`src/design/priority_round_robin_scheduler_assert.svh`:
```
// Assertion macros for the priority round-robin scheduler.
// Used by the top level; expects clk and rst_n in scope.
`ifndef PRIORITY_ROUND_ROBIN_SCHEDULER_ASSERT_SVH
`define PRIORITY_ROUND_ROBIN_SCHEDULER_ASSERT_SVH

// same-cycle implication
`define PRRS_ASSERT_NOW(label, ante, cons) \
  label: assert property (@(posedge clk) disable iff (!rst_n) (ante) |-> (cons)) \
    else $error("prrs assertion failed");

// next-cycle implication
`define PRRS_ASSERT_NEXT(label, ante, cons) \
  label: assert property (@(posedge clk) disable iff (!rst_n) (ante) |=> (cons)) \
    else $error("prrs assertion failed");

`endif

```
`src/design/prrs_pkg.sv`:
```
// Shared types and constants for the priority round-robin scheduler.
// No dependencies.
package prrs_pkg;

  localparam int MAX_TASKS = 16;
  localparam int IDX_W     = $clog2(MAX_TASKS);
  localparam int CNT_W     = $clog2(MAX_TASKS + 1);

  typedef enum logic [1:0] {
    FN_LOAD  = 2'd0,
    FN_SLICE = 2'd1,
    FN_CLEAR = 2'd2
  } prrs_func_t;

  typedef enum logic [2:0] {
    ST_LOADED  = 3'd0,
    ST_FULL    = 3'd1,
    ST_GRANTED = 3'd2,
    ST_NONE    = 3'd3,
    ST_CLEARED = 3'd4
  } prrs_status_t;

  typedef struct packed {
    logic [7:0]  id;
    logic [7:0]  prio;
    logic [15:0] rem;
  } prrs_entry_t;

  // broadcast to every cell of the chain
  typedef struct packed {
    logic        ins_en;
    prrs_entry_t ins_entry;
    logic [15:0] dec_amount;
  } prrs_cell_cmd_t;

endpackage

```
`src/design/prrs_if.sv`:
```
// Valid/ready channel interfaces for the scheduler's task and slice beats.
// Depends on nothing.
interface prrs_in_if;
  logic        valid;
  logic        ready;
  logic [1:0]  func;
  logic [7:0]  task_id;
  logic [7:0]  task_priority;
  logic [15:0] task_burst;

  modport source (output valid, func, task_id, task_priority, task_burst, input ready);
  modport sink   (input valid, func, task_id, task_priority, task_burst, output ready);
endinterface

interface prrs_out_if;
  logic        valid;
  logic        ready;
  logic [2:0]  status;
  logic [7:0]  slice_id;
  logic [7:0]  slice_priority;
  logic [15:0] run_time;
  logic        task_finished;

  modport source (output valid, status, slice_id, slice_priority, run_time, task_finished,
                  input ready);
  modport sink   (input valid, status, slice_id, slice_priority, run_time, task_finished,
                  output ready);
endinterface

```
`src/design/prrs_cell.sv`:
```
// One table slot of the sorted task chain: holds an entry, shifts right on insert.
// Depends on prrs_pkg.
module prrs_cell import prrs_pkg::*; (
  input  logic           clk,
  input  prrs_cell_cmd_t cmd,
  input  logic           valid,
  input  logic           at_tail,
  input  logic           dec_sel,
  input  logic           left_open,
  input  prrs_entry_t    left_entry,
  output logic           open,
  output prrs_entry_t    entry
);

  prrs_entry_t entry_r, entry_nxt;

  // open: this slot and everything right of it moves for the new task
  assign open  = cmd.ins_en && (valid ? (entry_r.prio > cmd.ins_entry.prio) : at_tail);
  assign entry = entry_r;

  always_comb begin
    entry_nxt = entry_r;
    if (left_open) begin
      entry_nxt = left_entry;
    end else if (open) begin
      entry_nxt = cmd.ins_entry;
    end else if (dec_sel) begin
      entry_nxt.rem = entry_r.rem - cmd.dec_amount;
    end
  end

  always_ff @(posedge clk) begin
    entry_r <= entry_nxt;
  end

endmodule

```
`src/design/priority_round_robin_scheduler.sv`:
```
// Top level of the priority round-robin scheduler: controller plus chain of cells.
// Depends on prrs_pkg, prrs_if, prrs_cell and priority_round_robin_scheduler_assert.svh.
//
//  port     | dir | beat contents
//  ---------+-----+---------------------------------------------------
//  in_ch    | in  | func, task_id, task_priority, task_burst
//  out_ch   | out | status, slice_id, slice_priority, run_time, task_finished
//  cfg_*    | in  | quantum write (cfg_we, cfg_wdata)
//
// Load, clear, unused codes and a slice on an empty table finish in the accept cycle;
// the result shows next cycle.
// A slice request on a non-empty table walks the chain one slot per cycle from the
// scan position until it finds a task with time left or has tried every slot.
// Reset clears count and scan position and sets quantum to 4; table slots are not cleared.
// The result register frees the input side; a stalled result holds a finished search.
`include "priority_round_robin_scheduler_assert.svh"

module priority_round_robin_scheduler import prrs_pkg::*; (
  input  logic        clk,
  input  logic        rst_n,
  prrs_in_if.sink     in_ch,
  prrs_out_if.source  out_ch,
  input  logic        cfg_we,
  input  logic [15:0] cfg_wdata
);

  typedef enum logic [1:0] {
    S_IDLE = 2'b01,
    S_SCAN = 2'b10
  } state_t;

  state_t             state_r, state_nxt;
  logic [CNT_W-1:0]   count_r, count_nxt;
  logic [IDX_W-1:0]   scan_pos_r, scan_pos_nxt;
  logic [IDX_W-1:0]   idx_r, idx_nxt;
  logic [IDX_W-1:0]   steps_r, steps_nxt;
  logic [15:0]        quantum_r;

  logic               out_valid_r, out_valid_nxt;
  prrs_status_t       out_status_r, out_status_nxt;
  logic [7:0]         out_id_r, out_id_nxt;
  logic [7:0]         out_prio_r, out_prio_nxt;
  logic [15:0]        out_run_r, out_run_nxt;
  logic               out_fin_r, out_fin_nxt;

  prrs_cell_cmd_t     cmd;
  prrs_entry_t        entries [MAX_TASKS];
  logic [MAX_TASKS-1:0] open_v;
  logic               grant;

  prrs_entry_t        cur;
  logic [15:0]        q_eff;
  logic [15:0]        run;
  logic               out_free;
  logic               accept;
  logic               last_idx;
  logic               last_step;

  // chain
  for (genvar i = 0; i < MAX_TASKS; i++) begin : g_cell
    prrs_cell u_cell (
      .clk        (clk),
      .cmd        (cmd),
      .valid      (CNT_W'(i) < count_r),
      .at_tail    (CNT_W'(i) == count_r),
      .dec_sel    (grant && (idx_r == IDX_W'(i))),
      .left_open  ((i == 0) ? 1'b0 : open_v[(i == 0) ? 0 : i - 1]),
      .left_entry (entries[(i == 0) ? 0 : i - 1]),
      .open       (open_v[i]),
      .entry      (entries[i])
    );
  end

  assign cur       = entries[idx_r];
  assign q_eff     = (quantum_r == 16'd0) ? 16'd1 : quantum_r;
  assign run       = (cur.rem < q_eff) ? cur.rem : q_eff;
  assign out_free  = !out_valid_r || out_ch.ready;
  assign in_ch.ready = (state_r == S_IDLE) && out_free;
  assign accept    = in_ch.valid && in_ch.ready;
  assign last_idx  = ({1'b0, idx_r} == (count_r - CNT_W'(1)));
  assign last_step = ({1'b0, steps_r} == (count_r - CNT_W'(1)));

  always_comb begin
    state_nxt      = state_r;
    count_nxt      = count_r;
    scan_pos_nxt   = scan_pos_r;
    idx_nxt        = idx_r;
    steps_nxt      = steps_r;
    out_valid_nxt  = out_valid_r && !out_ch.ready;
    out_status_nxt = out_status_r;
    out_id_nxt     = out_id_r;
    out_prio_nxt   = out_prio_r;
    out_run_nxt    = out_run_r;
    out_fin_nxt    = out_fin_r;
    grant          = 1'b0;
    cmd.ins_en     = 1'b0;
    cmd.ins_entry  = '{id: in_ch.task_id, prio: in_ch.task_priority, rem: in_ch.task_burst};
    cmd.dec_amount = run;

    if (accept) begin
      out_valid_nxt = 1'b1;
      out_id_nxt    = 8'd0;
      out_prio_nxt  = 8'd0;
      out_run_nxt   = 16'd0;
      out_fin_nxt   = 1'b0;
      unique case (in_ch.func)
        FN_LOAD: begin
          if (count_r == CNT_W'(MAX_TASKS)) begin
            out_status_nxt = ST_FULL;
          end else begin
            cmd.ins_en     = 1'b1;
            count_nxt      = count_r + CNT_W'(1);
            scan_pos_nxt   = '0;
            out_status_nxt = ST_LOADED;
          end
        end
        FN_SLICE: begin
          out_status_nxt = ST_NONE;
          if (count_r != '0) begin
            out_valid_nxt = 1'b0;
            state_nxt     = S_SCAN;
            idx_nxt       = scan_pos_r;
            steps_nxt     = '0;
          end
        end
        FN_CLEAR: begin
          count_nxt      = '0;
          scan_pos_nxt   = '0;
          out_status_nxt = ST_CLEARED;
        end
        default: begin
          out_status_nxt = ST_NONE;
        end
      endcase
    end else if (state_r == S_SCAN) begin
      if (cur.rem != 16'd0) begin
        if (out_free) begin
          grant          = 1'b1;
          state_nxt      = S_IDLE;
          scan_pos_nxt   = last_idx ? '0 : idx_r + IDX_W'(1);
          out_valid_nxt  = 1'b1;
          out_status_nxt = ST_GRANTED;
          out_id_nxt     = cur.id;
          out_prio_nxt   = cur.prio;
          out_run_nxt    = run;
          out_fin_nxt    = (cur.rem == run);
        end
      end else if (last_step) begin
        if (out_free) begin
          state_nxt      = S_IDLE;
          out_valid_nxt  = 1'b1;
          out_status_nxt = ST_NONE;
          out_id_nxt     = 8'd0;
          out_prio_nxt   = 8'd0;
          out_run_nxt    = 16'd0;
          out_fin_nxt    = 1'b0;
        end
      end else begin
        idx_nxt   = last_idx ? '0 : idx_r + IDX_W'(1);
        steps_nxt = steps_r + IDX_W'(1);
      end
    end
  end

  always_ff @(posedge clk) begin
    if (!rst_n) begin
      state_r     <= S_IDLE;
      count_r     <= '0;
      scan_pos_r  <= '0;
      idx_r       <= '0;
      steps_r     <= '0;
      quantum_r   <= 16'd4;
      out_valid_r <= 1'b0;
    end else begin
      state_r     <= state_nxt;
      count_r     <= count_nxt;
      scan_pos_r  <= scan_pos_nxt;
      idx_r       <= idx_nxt;
      steps_r     <= steps_nxt;
      out_valid_r <= out_valid_nxt;
      if (cfg_we) begin
        quantum_r <= cfg_wdata;
      end
    end
  end

  always_ff @(posedge clk) begin
    out_status_r <= out_status_nxt;
    out_id_r     <= out_id_nxt;
    out_prio_r   <= out_prio_nxt;
    out_run_r    <= out_run_nxt;
    out_fin_r    <= out_fin_nxt;
  end

  assign out_ch.valid          = out_valid_r;
  assign out_ch.status         = out_status_r;
  assign out_ch.slice_id       = out_id_r;
  assign out_ch.slice_priority = out_prio_r;
  assign out_ch.run_time       = out_run_r;
  assign out_ch.task_finished  = out_fin_r;

  `PRRS_ASSERT_NOW(a_count_bound, 1'b1, count_r <= CNT_W'(MAX_TASKS))
  `PRRS_ASSERT_NOW(a_scan_in_table, count_r != '0, {1'b0, scan_pos_r} < count_r)
  `PRRS_ASSERT_NOW(a_grant_nonzero, out_valid_r && out_status_r == ST_GRANTED, out_run_r != 16'd0)
  `PRRS_ASSERT_NEXT(a_grant_leaves_scan, state_r == S_SCAN && grant, state_r == S_IDLE && out_valid_r)

endmodule

```
`src/flat_wrapper.sv`:
```
// flat-port wrapper written by rule: the top's interface ports become plain ports
module priority_round_robin_scheduler_flat import prrs_pkg::*;
  (clk, rst_n, cfg_we, cfg_wdata, in_ch_valid, in_ch_func, in_ch_task_id, in_ch_task_priority, in_ch_task_burst, in_ch_ready, out_ch_valid, out_ch_status, out_ch_slice_id, out_ch_slice_priority, out_ch_run_time, out_ch_task_finished, out_ch_ready);
  prrs_in_if in_ch_i ();
  prrs_out_if out_ch_i ();
  input  logic clk;
  input  logic rst_n;
  input  logic cfg_we;
  input  logic [15:0] cfg_wdata;
  input wire logic [$bits(in_ch_i.valid)-1:0] in_ch_valid;
  input wire logic [$bits(in_ch_i.func)-1:0] in_ch_func;
  input wire logic [$bits(in_ch_i.task_id)-1:0] in_ch_task_id;
  input wire logic [$bits(in_ch_i.task_priority)-1:0] in_ch_task_priority;
  input wire logic [$bits(in_ch_i.task_burst)-1:0] in_ch_task_burst;
  output wire logic [$bits(in_ch_i.ready)-1:0] in_ch_ready;
  output wire logic [$bits(out_ch_i.valid)-1:0] out_ch_valid;
  output wire logic [$bits(out_ch_i.status)-1:0] out_ch_status;
  output wire logic [$bits(out_ch_i.slice_id)-1:0] out_ch_slice_id;
  output wire logic [$bits(out_ch_i.slice_priority)-1:0] out_ch_slice_priority;
  output wire logic [$bits(out_ch_i.run_time)-1:0] out_ch_run_time;
  output wire logic [$bits(out_ch_i.task_finished)-1:0] out_ch_task_finished;
  input wire logic [$bits(out_ch_i.ready)-1:0] out_ch_ready;
  assign in_ch_i.valid = in_ch_valid;
  assign in_ch_i.func = in_ch_func;
  assign in_ch_i.task_id = in_ch_task_id;
  assign in_ch_i.task_priority = in_ch_task_priority;
  assign in_ch_i.task_burst = in_ch_task_burst;
  assign in_ch_ready = in_ch_i.ready;
  assign out_ch_valid = out_ch_i.valid;
  assign out_ch_status = out_ch_i.status;
  assign out_ch_slice_id = out_ch_i.slice_id;
  assign out_ch_slice_priority = out_ch_i.slice_priority;
  assign out_ch_run_time = out_ch_i.run_time;
  assign out_ch_task_finished = out_ch_i.task_finished;
  assign out_ch_i.ready = out_ch_ready;
  priority_round_robin_scheduler u_core (.clk(clk), .rst_n(rst_n), .in_ch(in_ch_i), .out_ch(out_ch_i), .cfg_we(cfg_we), .cfg_wdata(cfg_wdata));
endmodule
```
`config.mk`:
```
export PLATFORM = sky130hd
export DESIGN_NAME = priority_round_robin_scheduler_flat
export DESIGN_NICKNAME = d
export VERILOG_FILES = /design/src/design/prrs_pkg.sv /design/src/design/prrs_if.sv /design/src/design/prrs_cell.sv /design/src/design/priority_round_robin_scheduler.sv /design/src/flat_wrapper.sv
export VERILOG_INCLUDE_DIRS = /design/src /design/src/design
export SDC_FILE = /design/constraint.sdc
export NUM_CORES = 2
export LEC_CHECK = 0
export BUFFER_PORTS_ARGS = -buffer_cell sky130_fd_sc_hd__buf_4
export CAP_MARGIN = 20
export CORE_MARGIN = 2
export CORE_UTILIZATION = 55
export DETAILED_ROUTE_END_ITERATION = 10
export GPL_TIMING_DRIVEN = 1
export PLACE_DENSITY = 0.74
export SLEW_MARGIN = 20
export SYNTH_ARGS = -nofsm -noshare
export SYNTH_HDL_FRONTEND = slang
export SYNTH_HIERARCHICAL = 1
export SYNTH_SLANG_ARGS = --single-unit
export TNS_END_PERCENT = 100
```
`constraint.sdc`:
```
create_clock -name clk -period 6.2 [get_ports clk]
set_input_delay 1.55 -clock clk [delete_from_list [all_inputs] [get_ports clk]]
set_output_delay 1.55 -clock clk [all_outputs]
set_load 0.03 [all_outputs]
```
==> report_table.html <==
<table>
<tr><th>Metric</th><th>Value</th></tr>
<tr><th colspan="2">Status</th></tr>
<tr><td>Status</td><td>completed</td></tr>
<tr><th colspan="2">Clocking</th></tr>
<tr><td>Number of buffers created by CTS</td><td>72</td></tr>
<tr><td>Clock tree from TritonCTS</td><td>done</td></tr>
<tr><td>Post-CTS setup buffers</td><td>0</td></tr>
<tr><td>Clock-pin slew on the worst setup and hold paths</td><td>0.06 ns</td></tr>
<tr><td>Clock Root Buffer</td><td>sky130_fd_sc_hd__clkbuf_16</td></tr>
<tr><td>Clock latency at the later pin of the worst-skew pair</td><td>0.66 ns</td></tr>
<tr><td>H-tree level count</td><td>3</td></tr>
<tr><td>Clock sinks</td><td>between 500 and 600</td></tr>
<tr><td>Number of buffers on the longest clock path</td><td>3</td></tr>
<tr><th colspan="2">Synthesis</th></tr>
<tr><td>Most used standard cells in the synthesized netlist</td><td>sky130_fd_sc_hd__edfxtp_1 (515), sky130_fd_sc_hd__inv_1 (471), sky130_fd_sc_hd__ha_1 (393)</td></tr>
<tr><td>Sequential-to-total area share from yosys stat</td><td>~34%</td></tr>
<tr><td>Async set or reset register ratio after synthesis</td><td>0%</td></tr>
<tr><td>Adder-cell share of the synthesized area</td><td>a little over a tenth</td></tr>
<tr><td>Post-Synthesis Mean Instance Area</td><td>9.70 sq um</td></tr>
<tr><td>Synth top area cells</td><td>sky130_fd_sc_hd__edfxtp_1 (32%), sky130_fd_sc_hd__ha_1 (10%), sky130_fd_sc_hd__mux4_2 (5.9%)</td></tr>
<tr><td>Number of warnings reported in the yosys synthesis log</td><td>6</td></tr>
<tr><td>Number of flops mapped to enable cells by yosys</td><td>515</td></tr>
<tr><td>Distinct cell type count of the synthesized netlist</td><td>95</td></tr>
<tr><td>Most common cell in the netlist</td><td>sky130_fd_sc_hd__edfxtp_1</td></tr>
<tr><td>Share of synthesized area spent on multiplexers</td><td>12.7%</td></tr>
<tr><td>Area of the mapped netlist</td><td>~49000 sq um</td></tr>
<tr><td>Cells after Synth</td><td>around 5100</td></tr>
<tr><td>Top FF cell, synth</td><td>sky130_fd_sc_hd__edfxtp_1</td></tr>
<tr><td>Area share of the largest cell type after synthesis</td><td>approximately a third</td></tr>
<tr><td>Largest area contributor in the netlist</td><td>sky130_fd_sc_hd__edfxtp_1</td></tr>
<tr><td>Register bit total from synthesis</td><td>a little under 600</td></tr>
<tr><td>Dominant combinational cell family by area after synthesis</td><td>compound AO/OA/AOI/OAI gates</td></tr>
<tr><td>Post-synthesis share of cell area spent on and, or, nand and nor gates</td><td>roughly 14%</td></tr>
<tr><td>Area share of xor/xnor cells in the synthesized design</td><td>under 10%</td></tr>
<tr><td>Compound-gate portion of the synthesized area</td><td>18.5%</td></tr>
<tr><th colspan="2">Critical path</th></tr>
<tr><td>Critical Path Start Type</td><td>flip-flop</td></tr>
<tr><td>Endpoint of the worst setup timing path</td><td>u_core/g_cell[14].u_cell/entry[14]</td></tr>
<tr><td>Crit path arrival time</td><td>6.36 ns</td></tr>
<tr><td>R2r endpoint</td><td>u_core/g_cell[14].u_cell/entry[14]</td></tr>
<tr><td>Start of the worst register-to-register path</td><td>u_core/idx_r[3]</td></tr>
<tr><td>Highest net fanout along the worst path</td><td>22</td></tr>
<tr><td>Critical path type</td><td>flip-flop to flip-flop</td></tr>
<tr><td>Register-to-Register Setup Slack</td><td>0.21 ns</td></tr>
<tr><td>Worst R2R Path Depth</td><td>23</td></tr>
<tr><td>Required time worst endpoint</td><td>about 6.6 ns</td></tr>
<tr><td>Launching element of the worst setup path</td><td>u_core/idx_r[3]</td></tr>
<tr><td>CP Capture Type</td><td>flip-flop</td></tr>
<tr><th colspan="2">Die</th></tr>
<tr><td>Core box area</td><td>about 88000 sq um</td></tr>
<tr><td>I/O pin count</td><td>93</td></tr>
<tr><td>Row Count</td><td>109</td></tr>
<tr><td>Width of the chip</td><td>302 microns</td></tr>
<tr><td>Vertical extent of the die</td><td>~300 microns</td></tr>
<tr><td>Initial core utilization</td><td>about 55%</td></tr>
<tr><td>Die area</td><td>91500 sq um</td></tr>
<tr><th colspan="2">Finish</th></tr>
<tr><td>Cell Count, Final, Fillers Out</td><td>around 6400</td></tr>
<tr><td>Number of fillers in the final layout</td><td>7396</td></tr>
<tr><td>Nets@finish</td><td>5615</td></tr>
<tr><td>Layout-stage area growth over the synthesis result</td><td>9.82%</td></tr>
<tr><td>Fraction of final layout cells sized beyond drive strength 1</td><td>14.7%</td></tr>
<tr><th colspan="2">Global routing</th></tr>
<tr><td>GR Overflow Total</td><td>0</td></tr>
<tr><td>Number of global-route vias before repair</td><td>40600</td></tr>
<tr><td>Maximum number of pins on one net before global-route repair</td><td>47</td></tr>
<tr><td>Total track usage</td><td>between 30% and 40%</td></tr>
<tr><td>Number of antenna violations at the first check in global routing</td><td>11</td></tr>
<tr><td>Wire length of the first global-routing pass</td><td>between 200000 and 300000 microns</td></tr>
<tr><th colspan="2">Power and ir drop</th></tr>
<tr><td>Power Dens Cells</td><td>422 nW/um^2</td></tr>
<tr><td>LEAKAGE</td><td>~22 nW</td></tr>
<tr><td>Flop pwr share</td><td>~23%</td></tr>
<tr><td>Maximum vdd ir drop</td><td>297 uV</td></tr>
<tr><td>Net switching component of the power</td><td>0.00965 W</td></tr>
<tr><td>Logic pwr share</td><td>slightly below 60%</td></tr>
<tr><td>Internal power contribution</td><td>0.0130 W</td></tr>
<tr><td>Switching part of the total</td><td>between 40% and 50%</td></tr>
<tr><td>Relative contribution of the clock network to total power</td><td>a little under a fifth</td></tr>
<tr><th colspan="2">STA</th></tr>
<tr><td>Achievable Freq</td><td>around 170 MHz</td></tr>
<tr><td>Total negative slack for setup checks</td><td>0 ns</td></tr>
<tr><td>Final hold violation count</td><td>0</td></tr>
<tr><td>Endpoints failing setup</td><td>0</td></tr>
<tr><td>Post-route clock period utilization</td><td>between 90 and 100%</td></tr>
<tr><td>Number of max-slew violations in the final report</td><td>0</td></tr>
<tr><td>Fin crit period</td><td>around 6 ns</td></tr>
<tr><td>Worst Tran Pin Value</td><td>1.19 ns</td></tr>
<tr><td>Normalized max-slew margin</td><td>between 20% and 30%</td></tr>
<tr><td>Worst-case clock skew</td><td>approximately 0.042 ns</td></tr>
<tr><th colspan="2">Routing</th></tr>
<tr><td>Detailed-route wire length per cell</td><td>~29 microns</td></tr>
<tr><td>Number of iterations in the first detailed-routing pass</td><td>6</td></tr>
<tr><td>Count of vias placed by the detailed router</td><td>~44000</td></tr>
<tr><td>Vias per cell</td><td>approximately 6.9</td></tr>
<tr><td>Iteration-0 DRC count of the detailed router</td><td>6561</td></tr>
<tr><td>Antenna-violating nets left</td><td>0</td></tr>
<tr><td>Final routed wirelength across all metal layers</td><td>182000 microns</td></tr>
<tr><td>DRC violations left</td><td>0</td></tr>
<tr><th colspan="2">Place</th></tr>
<tr><td>Post-DP HPWL</td><td>between 100000 and 150000 microns</td></tr>
<tr><td>Count of buffers inserted at the top-level ports</td><td>92</td></tr>
<tr><td>Final weighted congestion in routability-driven placement</td><td>a little over 1</td></tr>
<tr><td>Inst Count DP</td><td>between 6000 and 7000</td></tr>
<tr><th colspan="2">Worst hold path</th></tr>
<tr><td>Path type of the worst min-delay path</td><td>flip-flop to flip-flop</td></tr>
<tr><th colspan="2">Run</th></tr>
<tr><td>Max-Cap Viols</td><td>0</td></tr>
</table>
## sequential cells by signal, summed over array words and instances (netlist names)
| signal | count |
|---|---|
| u_core/g_cell.u_cell/entry | 512 |
| u_core/out_ch.run_time | 16 |
| u_core/quantum_r | 16 |
| u_core/out_ch.slice_id | 8 |
| u_core/out_ch.slice_priority | 8 |
| u_core/count_r | 5 |
| u_core/idx_r | 4 |
| u_core/scan_pos_r | 4 |
| u_core/steps_r | 4 |
| u_core/out_ch.status | 3 |
| u_core/state_r | 2 |
| u_core/out_ch.task_finished | 1 |
| u_core/out_ch.valid | 1 |
## layout by cell type, fill, tap and decap left out, types with 126 or more instances in the layout
cell type,instances
sky130_fd_sc_hd__mux4_2,129
sky130_fd_sc_hd__nand2_1,355
sky130_fd_sc_hd__edfxtp_1,515
sky130_fd_sc_hd__a21oi_1,329
sky130_fd_sc_hd__ha_1,393
sky130_fd_sc_hd__nor3_1,129
sky130_fd_sc_hd__buf_4,233
sky130_fd_sc_hd__inv_1,471
sky130_fd_sc_hd__mux2i_1,126
sky130_fd_sc_hd__nor2_1,372
sky130_fd_sc_hd__mux2_2,164
sky130_fd_sc_hd__o21ai_0,226
## logic make-up (layout without fill, tap and decap cells)
kind of cell,Yosys count,count (layout)
flops,584,584
other cells,1,8
xor+xnor,191,191
mux,429,429
simple gates,1401,1401
fa+ha+maj,409,409
compound gates,1321,1321
buf+inv,717,873
## how the worst min path moves through the flow
| stage | start | depth (start not counted) | end |
|---|---|---|---|
| finish | u_core/scan_pos_r[1] | 2 | u_core/idx_r[1] |
| global route | u_core/out_ch.run_time[15] | 1 | u_core/out_ch.run_time[15] |
| CTS | u_core/scan_pos_r[1] | 2 | u_core/idx_r[1] |
| detailed placement | u_core/scan_pos_r[1] | 2 | u_core/idx_r[1] |
| global placement | u_core/scan_pos_r[3] | 2 | u_core/scan_pos_r[3] |
| floorplan | u_core/scan_pos_r[3] | 2 | u_core/scan_pos_r[3] |
## layer usage
layer	vias to the layer above	part of all wire (%)	global-route usage [%]	wire length, microns
li1	19100	-	-	-
met1	21100	39	54.3	71400
met2	3008	42	57.7	77400
met3	518	13	9.52	24300
met4	6	5.1	17.3	9210
met5	-	0.020	0	37
## worst max-delay path, stage by stage (launching register included)
cell	delay (ns)
sky130_fd_sc_hd__dfxtp_4	0.56
sky130_fd_sc_hd__buf_12	0.21
sky130_fd_sc_hd__buf_4	0.17
sky130_fd_sc_hd__nor2b_1	0.15
sky130_fd_sc_hd__buf_4	0.21
sky130_fd_sc_hd__a22oi_1	0.42
sky130_fd_sc_hd__nand2_1	0.26
sky130_fd_sc_hd__ha_1	0.34
sky130_fd_sc_hd__o21a_1	0.18
sky130_fd_sc_hd__o211ai_1	0.16
sky130_fd_sc_hd__a21oi_1	0.06
sky130_fd_sc_hd__o21ai_0	0.15
sky130_fd_sc_hd__o211ai_1	0.14
sky130_fd_sc_hd__buf_4	0.19
sky130_fd_sc_hd__mux2i_4	0.20
sky130_fd_sc_hd__buf_12	0.20
sky130_fd_sc_hd__ha_1	0.23
sky130_fd_sc_hd__fa_1	0.41
sky130_fd_sc_hd__nor2b_1	0.21
sky130_fd_sc_hd__o2111ai_1	0.28
sky130_fd_sc_hd__a21oi_2	0.26
sky130_fd_sc_hd__o2111ai_1	0.18
sky130_fd_sc_hd__a2111oi_1	0.45
sky130_fd_sc_hd__a211oi_1	0.10
## area by class of cell
cell class,instances,area [sq um],share of cell area (%)
diodes,6,15.0,0.0279
clock buffers,93,1940,3.61
clock inverters,40,413,0.767
inverters,490,1850,3.44
multi-input cells,3753,29200,54.2
flip-flops and latches,584,16900,31.3
well taps,1165,1460,2.71
repair buffers,250,2090,3.88
## repair_timing
item                                    4_1_cts  5_1_grt
hold buffers                                  0        0
endpoints found under the setup margin        0       37
resized for setup                             0       11
## power groups by stage
stage / sequential, W / combinational (W) / clock, W
global route: 0.00517 / 0.0143 / 0.00447
global placement: 0.00524 / 0.0124 / 0
floorplan: 0.00514 / 0.00938 / 0
finish: 0.00517 / 0.0132 / 0.00432
detailed placement: 0.00524 / 0.0127 / 0
CTS: 0.00516 / 0.0128 / 0.00434
## through the flow
stage                     util (%)  total power, W  hold slack [ns]  instance area [sq um]  worst slack [ns]
after global placement        58.2          0.0177            0.444                  51400             0.320
after detailed placement      58.2          0.0179            0.452                  51400             0.198
after global routing          60.9          0.0240            0.495                  53800           -0.0134
final                         60.9          0.0227            0.460                  53800             0.208
after floorplan                  -          0.0145            0.434                  49000             0.143
after CTS                     60.8          0.0222            0.461                  53800             0.168
Power figures use the tool's default switching activity.
